### config.mk
export PLATFORM = sky130hd
export DESIGN_NAME = dshot_multichannel_frame_generator
export DESIGN_NICKNAME = d
export VERILOG_FILES = /design/src/rtl/dsf_pkg.sv /design/src/rtl/dsf_ram.sv /design/src/rtl/dsf_seq.sv /design/src/rtl/dshot_multichannel_frame_generator.sv
export SDC_FILE = /design/constraint.sdc
export NUM_CORES = 1
export LEC_CHECK = 0
export ABC_AREA = 0
export BUFFER_PORTS_ARGS = -buffer_cell sky130_fd_sc_hd__clkbuf_2
export CORE_ASPECT_RATIO = 1.4
export CORE_MARGIN = 8
export CORE_UTILIZATION = 64
export CTS_CLUSTER_DIAMETER = 60
export DETAILED_ROUTE_END_ITERATION = 8
export HOLD_SLACK_MARGIN = 0.05
export PLACE_DENSITY = 0.84
export SYNTH_ARGS = -nofsm -noshare
export SYNTH_HDL_FRONTEND = slang
export SYNTH_SLANG_ARGS = --single-unit
### constraint.sdc
create_clock -name clk -period 7.7 [get_ports clk]
set_input_delay 1.925 -clock clk [delete_from_list [all_inputs] [get_ports clk]]
set_output_delay 1.925 -clock clk [all_outputs]
set_load 0.005 [all_outputs]
### src/rtl/dsf_pkg.sv
// Shared types, constants and the frame checksum function for the DShot frame generator.
// No dependencies; imported by dsf_seq and the top-level module.
`default_nettype none
package dsf_pkg;

  localparam int CHANNELS     = 4;
  localparam int FRAME_SLOTS  = 30;
  localparam int PATTERN_BITS = 16;
  localparam int CH_AW        = (CHANNELS > 1) ? $clog2(CHANNELS) : 1;
  localparam int VAL_W        = 16;
  localparam int SLOT_W       = 6;
  localparam int CFG_IDX_W    = 1;

  localparam logic [CFG_IDX_W-1:0] CFG_ONE_BIT  = 1'd0;
  localparam logic [CFG_IDX_W-1:0] CFG_ZERO_BIT = 1'd1;

  localparam logic [1:0] ST_OK          = 2'd0;
  localparam logic [1:0] ST_BAD_CHANNEL = 2'd1;
  localparam logic [1:0] ST_NOT_STARTED = 2'd2;

  typedef enum logic [1:0] {
    OP_WRITE = 2'd0,
    OP_READ  = 2'd1,
    OP_START = 2'd2,
    OP_TICK  = 2'd3
  } op_t;

  typedef enum logic [3:0] {
    S_CLR,
    S_IDLE,
    S_RW_CHK,
    S_LA_RD,
    S_LA_WR,
    S_TK_RD,
    S_TK_EMIT,
    S_EMIT
  } state_t;

  typedef struct packed {
    logic [VAL_W-1:0] one_bit;
    logic [VAL_W-1:0] zero_bit;
  } cfg_regs_t;

  typedef struct packed {
    logic             we;
    logic [CH_AW-1:0] waddr;
    logic [VAL_W-1:0] wdata;
    logic             re;
    logic [CH_AW-1:0] raddr;
  } ram_req_t;

  function automatic logic [VAL_W-1:0] frame_of(input logic [VAL_W-1:0] v);
    logic [3:0] sum;
    sum = v[3:0] ^ v[7:4] ^ v[11:8];
    return {v[11:0], sum};
  endfunction

endpackage
`default_nettype wire

### src/rtl/dsf_ram.sv
// Generic single-write, single-read synchronous RAM with registered read data.
// No dependencies.
`default_nettype none
module dsf_ram #(
  parameter int WIDTH = 16,
  parameter int DEPTH = 4,
  parameter int AW    = (DEPTH > 1) ? $clog2(DEPTH) : 1
) (
  input  wire logic             clk,
  input  wire logic             we,
  input  wire logic [AW-1:0]    waddr,
  input  wire logic [WIDTH-1:0] wdata,
  input  wire logic             re,
  input  wire logic [AW-1:0]    raddr,
  output logic      [WIDTH-1:0] rdata
);

  logic [WIDTH-1:0] mem_r [DEPTH];
  logic [WIDTH-1:0] rdata_r;

  always_ff @(posedge clk) begin
    if (we) begin
      mem_r[waddr] <= wdata;
    end
    if (re) begin
      rdata_r <= mem_r[raddr];
    end
  end

  assign rdata = rdata_r;

endmodule
`default_nettype wire

### src/rtl/dsf_seq.sv
// Item sequencer: read-modify-write of the value and pattern memories, frame slot
// counting, pattern latch sweeps and the result register. Depends on dsf_pkg.
`default_nettype none
module dsf_seq (
  input  wire logic                      clk,
  input  wire logic                      rst_n,
  input  wire logic                      in_valid,
  output logic                           in_stall,
  input  wire logic [1:0]                in_op,
  input  wire logic [2:0]                in_channel,
  input  wire logic [dsf_pkg::VAL_W-1:0] in_value,
  input  wire dsf_pkg::cfg_regs_t        cfg,
  output dsf_pkg::ram_req_t              lat_req,
  input  wire logic [dsf_pkg::VAL_W-1:0] lat_rdata,
  output dsf_pkg::ram_req_t              pat_req,
  input  wire logic [dsf_pkg::VAL_W-1:0] pat_rdata,
  output logic                           out_valid,
  input  wire logic                      out_stall,
  output logic [1:0]                     out_status,
  output logic [2:0]                     out_channel_out,
  output logic [dsf_pkg::VAL_W-1:0]      out_read_value,
  output logic [dsf_pkg::VAL_W-1:0]      out_compare_value,
  output logic [dsf_pkg::SLOT_W-1:0]     out_slot,
  output logic                           out_last
);
  import dsf_pkg::*;

  localparam logic [CH_AW-1:0]  IDX_LAST  = CH_AW'(CHANNELS - 1);
  localparam logic [SLOT_W-1:0] SLOT_LAST = SLOT_W'(FRAME_SLOTS - 1);
  localparam logic [SLOT_W-1:0] SLOT_PAT  = SLOT_W'(PATTERN_BITS);

  state_t            state_r, state_nxt;
  logic [CH_AW-1:0]  idx_r;
  logic [SLOT_W-1:0] slot_r;
  logic              running_r, pending_r, latch_start_r;
  op_t               op_r;
  logic [CH_AW-1:0]  ch_r;
  logic [VAL_W-1:0]  val_r;
  logic [1:0]        res_status_r;
  logic [2:0]        res_ch_r;
  logic [VAL_W-1:0]  res_rv_r;

  logic              out_valid_r;
  logic [1:0]        out_status_r;
  logic [2:0]        out_ch_r;
  logic [VAL_W-1:0]  out_rv_r, out_cv_r;
  logic [SLOT_W-1:0] out_slot_r;
  logic              out_last_r;

  logic              in_acc, out_free, in_bad, idx_last, slot_wrap, wr_changed;
  op_t               in_op_e;
  logic              tick_bit;
  logic [VAL_W-1:0]  tick_cv;

  logic              out_load;
  logic [1:0]        ld_status;
  logic [2:0]        ld_ch;
  logic [VAL_W-1:0]  ld_rv, ld_cv;
  logic [SLOT_W-1:0] ld_slot;
  logic              ld_last;

  assign in_op_e    = op_t'(in_op);
  assign in_stall   = (state_r != S_IDLE);
  assign in_acc     = in_valid && !in_stall;
  assign out_free   = !out_valid_r || !out_stall;
  assign in_bad     = ({1'b0, in_channel} >= 4'(CHANNELS));
  assign idx_last   = (idx_r == IDX_LAST);
  assign slot_wrap  = (slot_r == SLOT_LAST);
  assign wr_changed = (op_r == OP_WRITE) && (lat_rdata != val_r);
  assign tick_bit   = pat_rdata[4'd15 - slot_r[3:0]];
  assign tick_cv    = (slot_r < SLOT_PAT) ? (tick_bit ? cfg.one_bit : cfg.zero_bit) : '0;

  // next state
  always_comb begin
    state_nxt = state_r;
    case (state_r)
      S_CLR: begin
        if (idx_last) state_nxt = S_IDLE;
      end
      S_IDLE: begin
        if (in_acc) begin
          case (in_op_e)
            OP_WRITE, OP_READ: state_nxt = in_bad ? S_EMIT : S_RW_CHK;
            OP_START:          state_nxt = running_r ? S_EMIT : S_LA_RD;
            OP_TICK:           state_nxt = running_r ? S_TK_RD : S_EMIT;
            default:           state_nxt = S_EMIT;
          endcase
        end
      end
      S_RW_CHK: state_nxt = S_EMIT;
      S_LA_RD:  state_nxt = S_LA_WR;
      S_LA_WR: begin
        if (idx_last) state_nxt = latch_start_r ? S_EMIT : S_IDLE;
        else          state_nxt = S_LA_RD;
      end
      S_TK_RD:  state_nxt = S_TK_EMIT;
      S_TK_EMIT: begin
        if (out_free) begin
          if (!idx_last)                   state_nxt = S_TK_RD;
          else if (slot_wrap && pending_r) state_nxt = S_LA_RD;
          else                             state_nxt = S_IDLE;
        end
      end
      S_EMIT: begin
        if (out_free) state_nxt = S_IDLE;
      end
      default: state_nxt = S_IDLE;
    endcase
  end

  // memory requests and result load
  always_comb begin
    lat_req   = '0;
    pat_req   = '0;
    out_load  = 1'b0;
    ld_status = ST_OK;
    ld_ch     = '0;
    ld_rv     = '0;
    ld_cv     = '0;
    ld_slot   = '0;
    ld_last   = 1'b1;
    case (state_r)
      S_CLR: begin
        lat_req.we    = 1'b1;
        lat_req.waddr = idx_r;
        pat_req.we    = 1'b1;
        pat_req.waddr = idx_r;
      end
      S_IDLE: begin
        lat_req.re    = in_acc && !in_bad &&
                        (in_op_e == OP_WRITE || in_op_e == OP_READ);
        lat_req.raddr = in_channel[CH_AW-1:0];
      end
      S_RW_CHK: begin
        lat_req.we    = wr_changed;
        lat_req.waddr = ch_r;
        lat_req.wdata = val_r;
      end
      S_LA_RD: begin
        lat_req.re    = 1'b1;
        lat_req.raddr = idx_r;
      end
      S_LA_WR: begin
        pat_req.we    = 1'b1;
        pat_req.waddr = idx_r;
        pat_req.wdata = frame_of(lat_rdata);
      end
      S_TK_RD: begin
        pat_req.re    = 1'b1;
        pat_req.raddr = idx_r;
      end
      S_TK_EMIT: begin
        out_load = out_free;
        ld_ch    = 3'(idx_r);
        ld_cv    = tick_cv;
        ld_slot  = slot_r;
        ld_last  = idx_last;
      end
      S_EMIT: begin
        out_load  = out_free;
        ld_status = res_status_r;
        ld_ch     = res_ch_r;
        ld_rv     = res_rv_r;
      end
      default: begin
        out_load = 1'b0;
      end
    endcase
  end

  always_ff @(posedge clk) begin
    if (!rst_n) begin
      state_r       <= S_CLR;
      idx_r         <= '0;
      slot_r        <= '0;
      running_r     <= 1'b0;
      pending_r     <= 1'b0;
      latch_start_r <= 1'b0;
      out_valid_r   <= 1'b0;
    end else begin
      state_r <= state_nxt;
      case (state_r)
        S_CLR: idx_r <= idx_last ? '0 : idx_r + 1'b1;
        S_IDLE: begin
          if (in_acc) begin
            idx_r         <= '0;
            latch_start_r <= (in_op_e == OP_START);
            if (in_op_e == OP_START && !running_r) begin
              running_r <= 1'b1;
              slot_r    <= '0;
            end
          end
        end
        S_RW_CHK: begin
          if (wr_changed) pending_r <= 1'b1;
        end
        S_LA_WR: begin
          idx_r <= idx_last ? '0 : idx_r + 1'b1;
          if (idx_last) pending_r <= 1'b0;
        end
        S_TK_EMIT: begin
          if (out_free) begin
            idx_r <= idx_last ? '0 : idx_r + 1'b1;
            if (idx_last) begin
              slot_r        <= slot_wrap ? '0 : slot_r + 1'b1;
              latch_start_r <= 1'b0;
            end
          end
        end
        default: begin
          idx_r <= idx_r;
        end
      endcase
      if (out_load)       out_valid_r <= 1'b1;
      else if (!out_stall) out_valid_r <= 1'b0;
    end
  end

  // payload
  always_ff @(posedge clk) begin
    if (state_r == S_IDLE && in_acc) begin
      op_r     <= in_op_e;
      ch_r     <= in_channel[CH_AW-1:0];
      val_r    <= in_value;
      res_rv_r <= '0;
      res_ch_r <= (in_op_e == OP_WRITE || in_op_e == OP_READ) ? in_channel : 3'd0;
      if ((in_op_e == OP_WRITE || in_op_e == OP_READ) && in_bad)
        res_status_r <= ST_BAD_CHANNEL;
      else if (in_op_e == OP_TICK && !running_r)
        res_status_r <= ST_NOT_STARTED;
      else
        res_status_r <= ST_OK;
    end
    if (state_r == S_RW_CHK && op_r == OP_READ) begin
      res_rv_r <= lat_rdata;
    end
    if (out_load) begin
      out_status_r <= ld_status;
      out_ch_r     <= ld_ch;
      out_rv_r     <= ld_rv;
      out_cv_r     <= ld_cv;
      out_slot_r   <= ld_slot;
      out_last_r   <= ld_last;
    end
  end

  assign out_valid         = out_valid_r;
  assign out_status        = out_status_r;
  assign out_channel_out   = out_ch_r;
  assign out_read_value    = out_rv_r;
  assign out_compare_value = out_cv_r;
  assign out_slot          = out_slot_r;
  assign out_last          = out_last_r;

endmodule
`default_nettype wire

### src/rtl/dshot_multichannel_frame_generator.sv
// Top level of the DShot multichannel frame generator: configuration registers,
// value and pattern memories, sequencer. Depends on dsf_pkg, dsf_ram, dsf_seq.
//
// Usage: the input channel takes one command word at a time (write value, read
// value, start output, slot tick); in_stall stays high while a word is in work.
// Each word gives one result word on the output channel, a running slot tick one
// per motor channel in ascending order, out_last marking the final one.
// Steps per word: a write or read reads the value memory, then checks it (a write
// stores only a changed value) and emits; a channel out of range goes straight to
// its result. A start while running goes straight to its result; otherwise it
// latches the frame patterns in a pass that reads each value and writes its
// checksummed pattern. A tick while stopped goes straight to its result; a running
// tick reads and emits each channel's pattern, plus a latch pass at a frame end with
// pending values. Both memories have registered read data; each channel is read once per pass.
// Reset (rst_n low, synchronous) clears the compare registers and flags, then a
// clearing pass over every channel entry zeroes both memories with in_stall high.
// A stalled result holds in the output register and the sequencer waits on it;
// configuration writes (cfg_we) are taken at any edge outside reset.
`default_nettype none
module dshot_multichannel_frame_generator (
  input  wire logic                          clk,
  input  wire logic                          rst_n,
  input  wire logic                          in_valid,
  output logic                               in_stall,
  input  wire logic [1:0]                    in_op,
  input  wire logic [2:0]                    in_channel,
  input  wire logic [dsf_pkg::VAL_W-1:0]     in_value,
  output logic                               out_valid,
  input  wire logic                          out_stall,
  output logic [1:0]                         out_status,
  output logic [2:0]                         out_channel_out,
  output logic [dsf_pkg::VAL_W-1:0]          out_read_value,
  output logic [dsf_pkg::VAL_W-1:0]          out_compare_value,
  output logic [dsf_pkg::SLOT_W-1:0]         out_slot,
  output logic                               out_last,
  input  wire logic                          cfg_we,
  input  wire logic [dsf_pkg::CFG_IDX_W-1:0] cfg_index,
  input  wire logic [dsf_pkg::VAL_W-1:0]     cfg_wdata
);
  import dsf_pkg::*;

  cfg_regs_t        cfg_r;
  ram_req_t         lat_req, pat_req;
  logic [VAL_W-1:0] lat_rdata, pat_rdata;

  always_ff @(posedge clk) begin
    if (!rst_n) begin
      cfg_r <= '0;
    end else if (cfg_we) begin
      case (cfg_index)
        CFG_ONE_BIT:  cfg_r.one_bit  <= cfg_wdata;
        CFG_ZERO_BIT: cfg_r.zero_bit <= cfg_wdata;
        default:      cfg_r          <= cfg_r;
      endcase
    end
  end

  dsf_ram #(.WIDTH(VAL_W), .DEPTH(CHANNELS), .AW(CH_AW)) u_lat_ram (
    .clk   (clk),
    .we    (lat_req.we),
    .waddr (lat_req.waddr),
    .wdata (lat_req.wdata),
    .re    (lat_req.re),
    .raddr (lat_req.raddr),
    .rdata (lat_rdata)
  );

  dsf_ram #(.WIDTH(VAL_W), .DEPTH(CHANNELS), .AW(CH_AW)) u_pat_ram (
    .clk   (clk),
    .we    (pat_req.we),
    .waddr (pat_req.waddr),
    .wdata (pat_req.wdata),
    .re    (pat_req.re),
    .raddr (pat_req.raddr),
    .rdata (pat_rdata)
  );

  dsf_seq u_seq (
    .clk               (clk),
    .rst_n             (rst_n),
    .in_valid          (in_valid),
    .in_stall          (in_stall),
    .in_op             (in_op),
    .in_channel        (in_channel),
    .in_value          (in_value),
    .cfg               (cfg_r),
    .lat_req           (lat_req),
    .lat_rdata         (lat_rdata),
    .pat_req           (pat_req),
    .pat_rdata         (pat_rdata),
    .out_valid         (out_valid),
    .out_stall         (out_stall),
    .out_status        (out_status),
    .out_channel_out   (out_channel_out),
    .out_read_value    (out_read_value),
    .out_compare_value (out_compare_value),
    .out_slot          (out_slot),
    .out_last          (out_last)
  );

  a_one_word_at_a_time: assert property (@(posedge clk) disable iff (!rst_n)
    in_valid && !in_stall |=> in_stall)
    else $error("word accepted while previous word in work");

  a_lat_no_rw_clash: assert property (@(posedge clk) disable iff (!rst_n)
    !(lat_req.we && lat_req.re && lat_req.waddr == lat_req.raddr))
    else $error("value memory read and write to same entry");

  a_pat_no_rw_clash: assert property (@(posedge clk) disable iff (!rst_n)
    !(pat_req.we && pat_req.re))
    else $error("pattern memory read during latch");

  a_single_result_last: assert property (@(posedge clk) disable iff (!rst_n)
    out_valid && (out_status == ST_NOT_STARTED || out_status == ST_BAD_CHANNEL)
      |-> out_last)
    else $error("error result not marked last");

endmodule
`default_nettype wire
==> flow_metrics.tcl <==
set metrics [dict create \
    hold_start "cfg_r[30]$_SDFFE_PN0P_" \
    min_path_type "reg -> reg" \
    die_x_um 131 \
    initial_utilization_pct 64.6 \
    io_buffer_count 88 \
    r2r_slack_ps 4110 \
    ioPinCount 89 \
    grtUsageTotal_pct 20.8 \
    syn_nets 918 \
    layout.nets 996 \
    peakVddDrop_mv 0.249 \
    clkSinkCount 292 \
    setup_violations 0 \
    clock-root-buffer "clkbuf_16" \
    synth_cells 872 \
    fillCellCount 1152 \
    layout-drive-gt1-share_pct 19.3 \
    min_to "cfg_r[30]$_SDFFE_PN0P_" \
    synth_enable_flop_cells 245 \
    clk_path_buf_depth 3 \
    clk_latency_ps 550 \
    cellPowerDensity_mw_per_mm2 303 \
    tns_ps 0 \
    crit_required_ps 5780 \
    tritoncts "yes" \
    switching_share_pct 25.7 \
    num_rows 59 \
    ant_nets 0 \
    clock_skew_ps 21.1 \
    antenna_found_initial 1 \
    switching_power_mw 1.05 \
    synthArstFlopShare_pct 0 \
    grt_pass1_wl_mm 39.0 \
    p_comb_share_pct 15.0 \
    hold_path_depth 2 \
    critPathCaptureType "output pin" \
    area_growth_pct 13.2 \
    fin_crit_ps 4250 \
    first_global_vias 7499 \
    overflow 0 \
    max_cap_viol_count 0 \
    hold_buffers 0 \
    instances_no_fill 1215 \
    die_area_mm2 0.0233 \
    path_class "reg -> out" \
    period_share_pct 55.2 \
    synth_area_mm2 0.0119 \
    core_area_mm2 0.0185 \
    ys_warn_count 0 \
    post-cts-setup-buffers 0 \
    start_kind "flop" \
    ys.flop_type "edfxtp_1" \
    wl_per_cell_um 20.2 \
    path_clk_slew_ps 60 \
    dp_hpwl_mm 15.6 \
    firstDrtPassIters 6 \
    fmax_mhz 235 \
    seq_power_share_pct 51.9 \
    cts_htree_levels 1 \
    ys_ff_latch 292 \
    timing_hold_violations_final 0 \
    ys_types 60 \
    first_iter_violations 529 \
    worstMarginPinSlew_ps 1220 \
    slew_violations 0 \
    r2r_cells 7 \
    reg2reg_from "u_seq.state_r[2]$_SDFFE_PN0P_" \
    timing.rr.end "u_pat_ram.rdata[13]$_DFFE_PN_" \
    vias 7378 \
    syn-mean-instance-area_um2 13.7 \
    internal_power_mw 3.04 \
    grt_max_degree 54 \
    cts_resized 0 \
    power.leakage_nw 4.87 \
    routed_via_density 6.07 \
    ys_seq_area_share_pct 69.6 \
    dp.cells 1165 \
    clkPwrFrac_pct 33.2 \
    cp.arrival_ps 2330 \
    n_antenna_cell 0 \
    numCtsBuffers 27 \
    rsz0062_at_grt "false" \
    slew_headroom_pct 18.2 \
    worst-path-max-fanout 23 \
    route.detailed.drc 0 \
    wirelength_mm 24.5 \
    status "completed" \
    gp_congestion 0.848 \
    die_h_um 177 \
]
-- worst max-delay path by stage --
| stage | startpoint | endpoint | slack [ps] | cells past startpoint |
|---|---|---|---|---|
| 4_1_cts | u_seq.state_r[0]$_SDFFE_PN0P_ | in_stall | 3520 | 3 |
| 5_1_grt | u_seq.state_r[0]$_SDFFE_PN0P_ | in_stall | 3350 | 3 |
| 6_report | u_seq.state_r[0]$_SDFFE_PN0P_ | in_stall | 3450 | 3 |
| 3_3_place_gp | rst_n | u_seq.slot_r[2]$_SDFFE_PN0P_ | 4120 | 4 |
| 2_1_floorplan | out_stall | u_seq.out_channel_out[0]$_DFFE_PP_ | 3140 | 1 |
| 3_5_place_dp | u_seq.state_r[0]$_SDFFE_PN0P_ | in_stall | 4120 | 3 |
-- kinds of logic (layout without fill, tap and decap cells) --
family | after synthesis | after routing | share of synthesized area [%]
AOI/OAI and AO/OA | 171 | 171 | 10.3
muxes | 26 | 26 | 2.89
buffers and inverters | 57 | 156 | 2.04
DFF | 292 | 292 | 69.6
adders and majority gates | 3 | 3 | 0.315
and+or+nand+nor | 299 | 299 | 13.0
xor gates and xnor gates | 24 | 24 | 1.76
-- cell usage in the layout (no fill, tap or decap), drive strengths merged, types with 9 or more instances in the layout --
master / count
nor2b: 26
nand3: 9
dfxtp: 47
a22o: 17
clkbuf: 123
nand2: 116
mux2: 18
a211oi: 16
and3: 16
buf: 11
and2: 78
inv: 11
o21ai: 21
xnor2: 24
edfxtp: 245
a21boi: 35
a22oi: 20
a31oi: 35
nor2: 23
-- cell usage after synthesis, types with 4 or more instances --
cell / number / share of area, %
dfxtp_1: 47 / 7.9
mux2_2: 17 / 1.6
a21boi_0: 35 / 2.2
and2_0: 16 / 0.84
mux2i_1: 4 / 0.34
nor2b_1: 26 / 1.4
inv_1: 6 / 0.19
edfxtp_1: 245 / 62
a22oi_1: 20 / 1.3
nand4_1: 6 / 0.32
a211oi_1: 16 / 1.0
and2_1: 61 / 3.2
buf_2: 5 / 0.21
nand3_1: 9 / 0.38
a22o_1: 11 / 0.81
a22o_2: 6 / 0.50
o21ai_0: 21 / 0.88
and3_1: 15 / 0.79
clkbuf_1: 41 / 1.3
nor3b_1: 4 / 0.25
nor2_1: 23 / 0.72
a21oi_1: 8 / 0.34
xnor2_1: 24 / 1.8
nand2_1: 114 / 3.6
a31oi_1: 35 / 1.8
-- power groups by stage --
stage | Combinational [mW] | Clock (mW) | Sequential, mW
detailed placement | 0.606 | 0 | 2.15
finish | 0.612 | 1.36 | 2.12
global placement | 0.577 | 0 | 2.13
floorplan | 0.429 | 0 | 2.12
CTS | 0.614 | 1.37 | 2.12
global route | 0.679 | 1.43 | 2.14
-- metrics by stage --
stage	cell area [um^2]	setup WS, ps	power [mW]	util, %	hold slack (ps)
finish	13500	3450	4.09	73.1	469
global route	13500	3350	4.25	73.1	494
CTS	13500	3520	4.10	73.1	472
detailed placement	12600	4120	2.76	68.1	463
global placement	12600	4120	2.71	68.1	454
floorplan	11900	3140	2.55	-	442
-- critical path, stage by stage, from the launching register on --
cell      delay, ps
dfxtp_1         840
nor3b_1         560
inv_1           220
clkbuf_2        170
-- per-layer routing --
| metal | wire (um) | part of all wire, % | GRT usage [%] | vias to the layer above |
|---|---|---|---|---|
| met4 | 630 | 2.6 | 8.98 | 2 |
| met1 | 9400 | 38 | 24.1 | 3608 |
| met3 | 1680 | 6.9 | 4.16 | 69 |
| met2 | 12800 | 52 | 36.9 | 309 |
| met5 | 9 | 0.037 | 0 | - |
| li1 | - | - | - | 3390 |
-- layout make-up --
type                            count  area, um^2  share of cell area [%]
Sequential cell                   292        8300                    61.5
Multi-Input combinational cell    523        3420                    25.4
Clock buffer                       35         737                    5.46
Timing Repair Buffer               99         523                    3.88
Tap cell                          244         305                    2.26
Clock inverter                     15         174                    1.29
Inverter                            7        26.3                   0.195
-- flip-flops by register name (all words and copies together), names as in the netlist, 2 cells and up --
register / cells
u_seq.val_r: 16
u_seq.out_slot: 6
u_seq.out_channel_out: 3
u_seq.res_rv_r: 16
u_pat_ram.rdata: 16
u_seq.slot_r: 6
u_seq.res_status_r: 2
u_seq.state_r: 3
u_lat_ram.rdata: 16
cfg_r: 32
u_lat_ram.mem_r: 64
u_seq.out_read_value: 16
u_seq.op_r: 2
u_seq.out_status: 2
u_seq.ch_r: 2
u_seq.res_ch_r: 3
u_seq.out_compare_value: 16
u_seq.idx_r: 2
u_pat_ram.mem_r: 64
(Power assumes the default switching activity.)
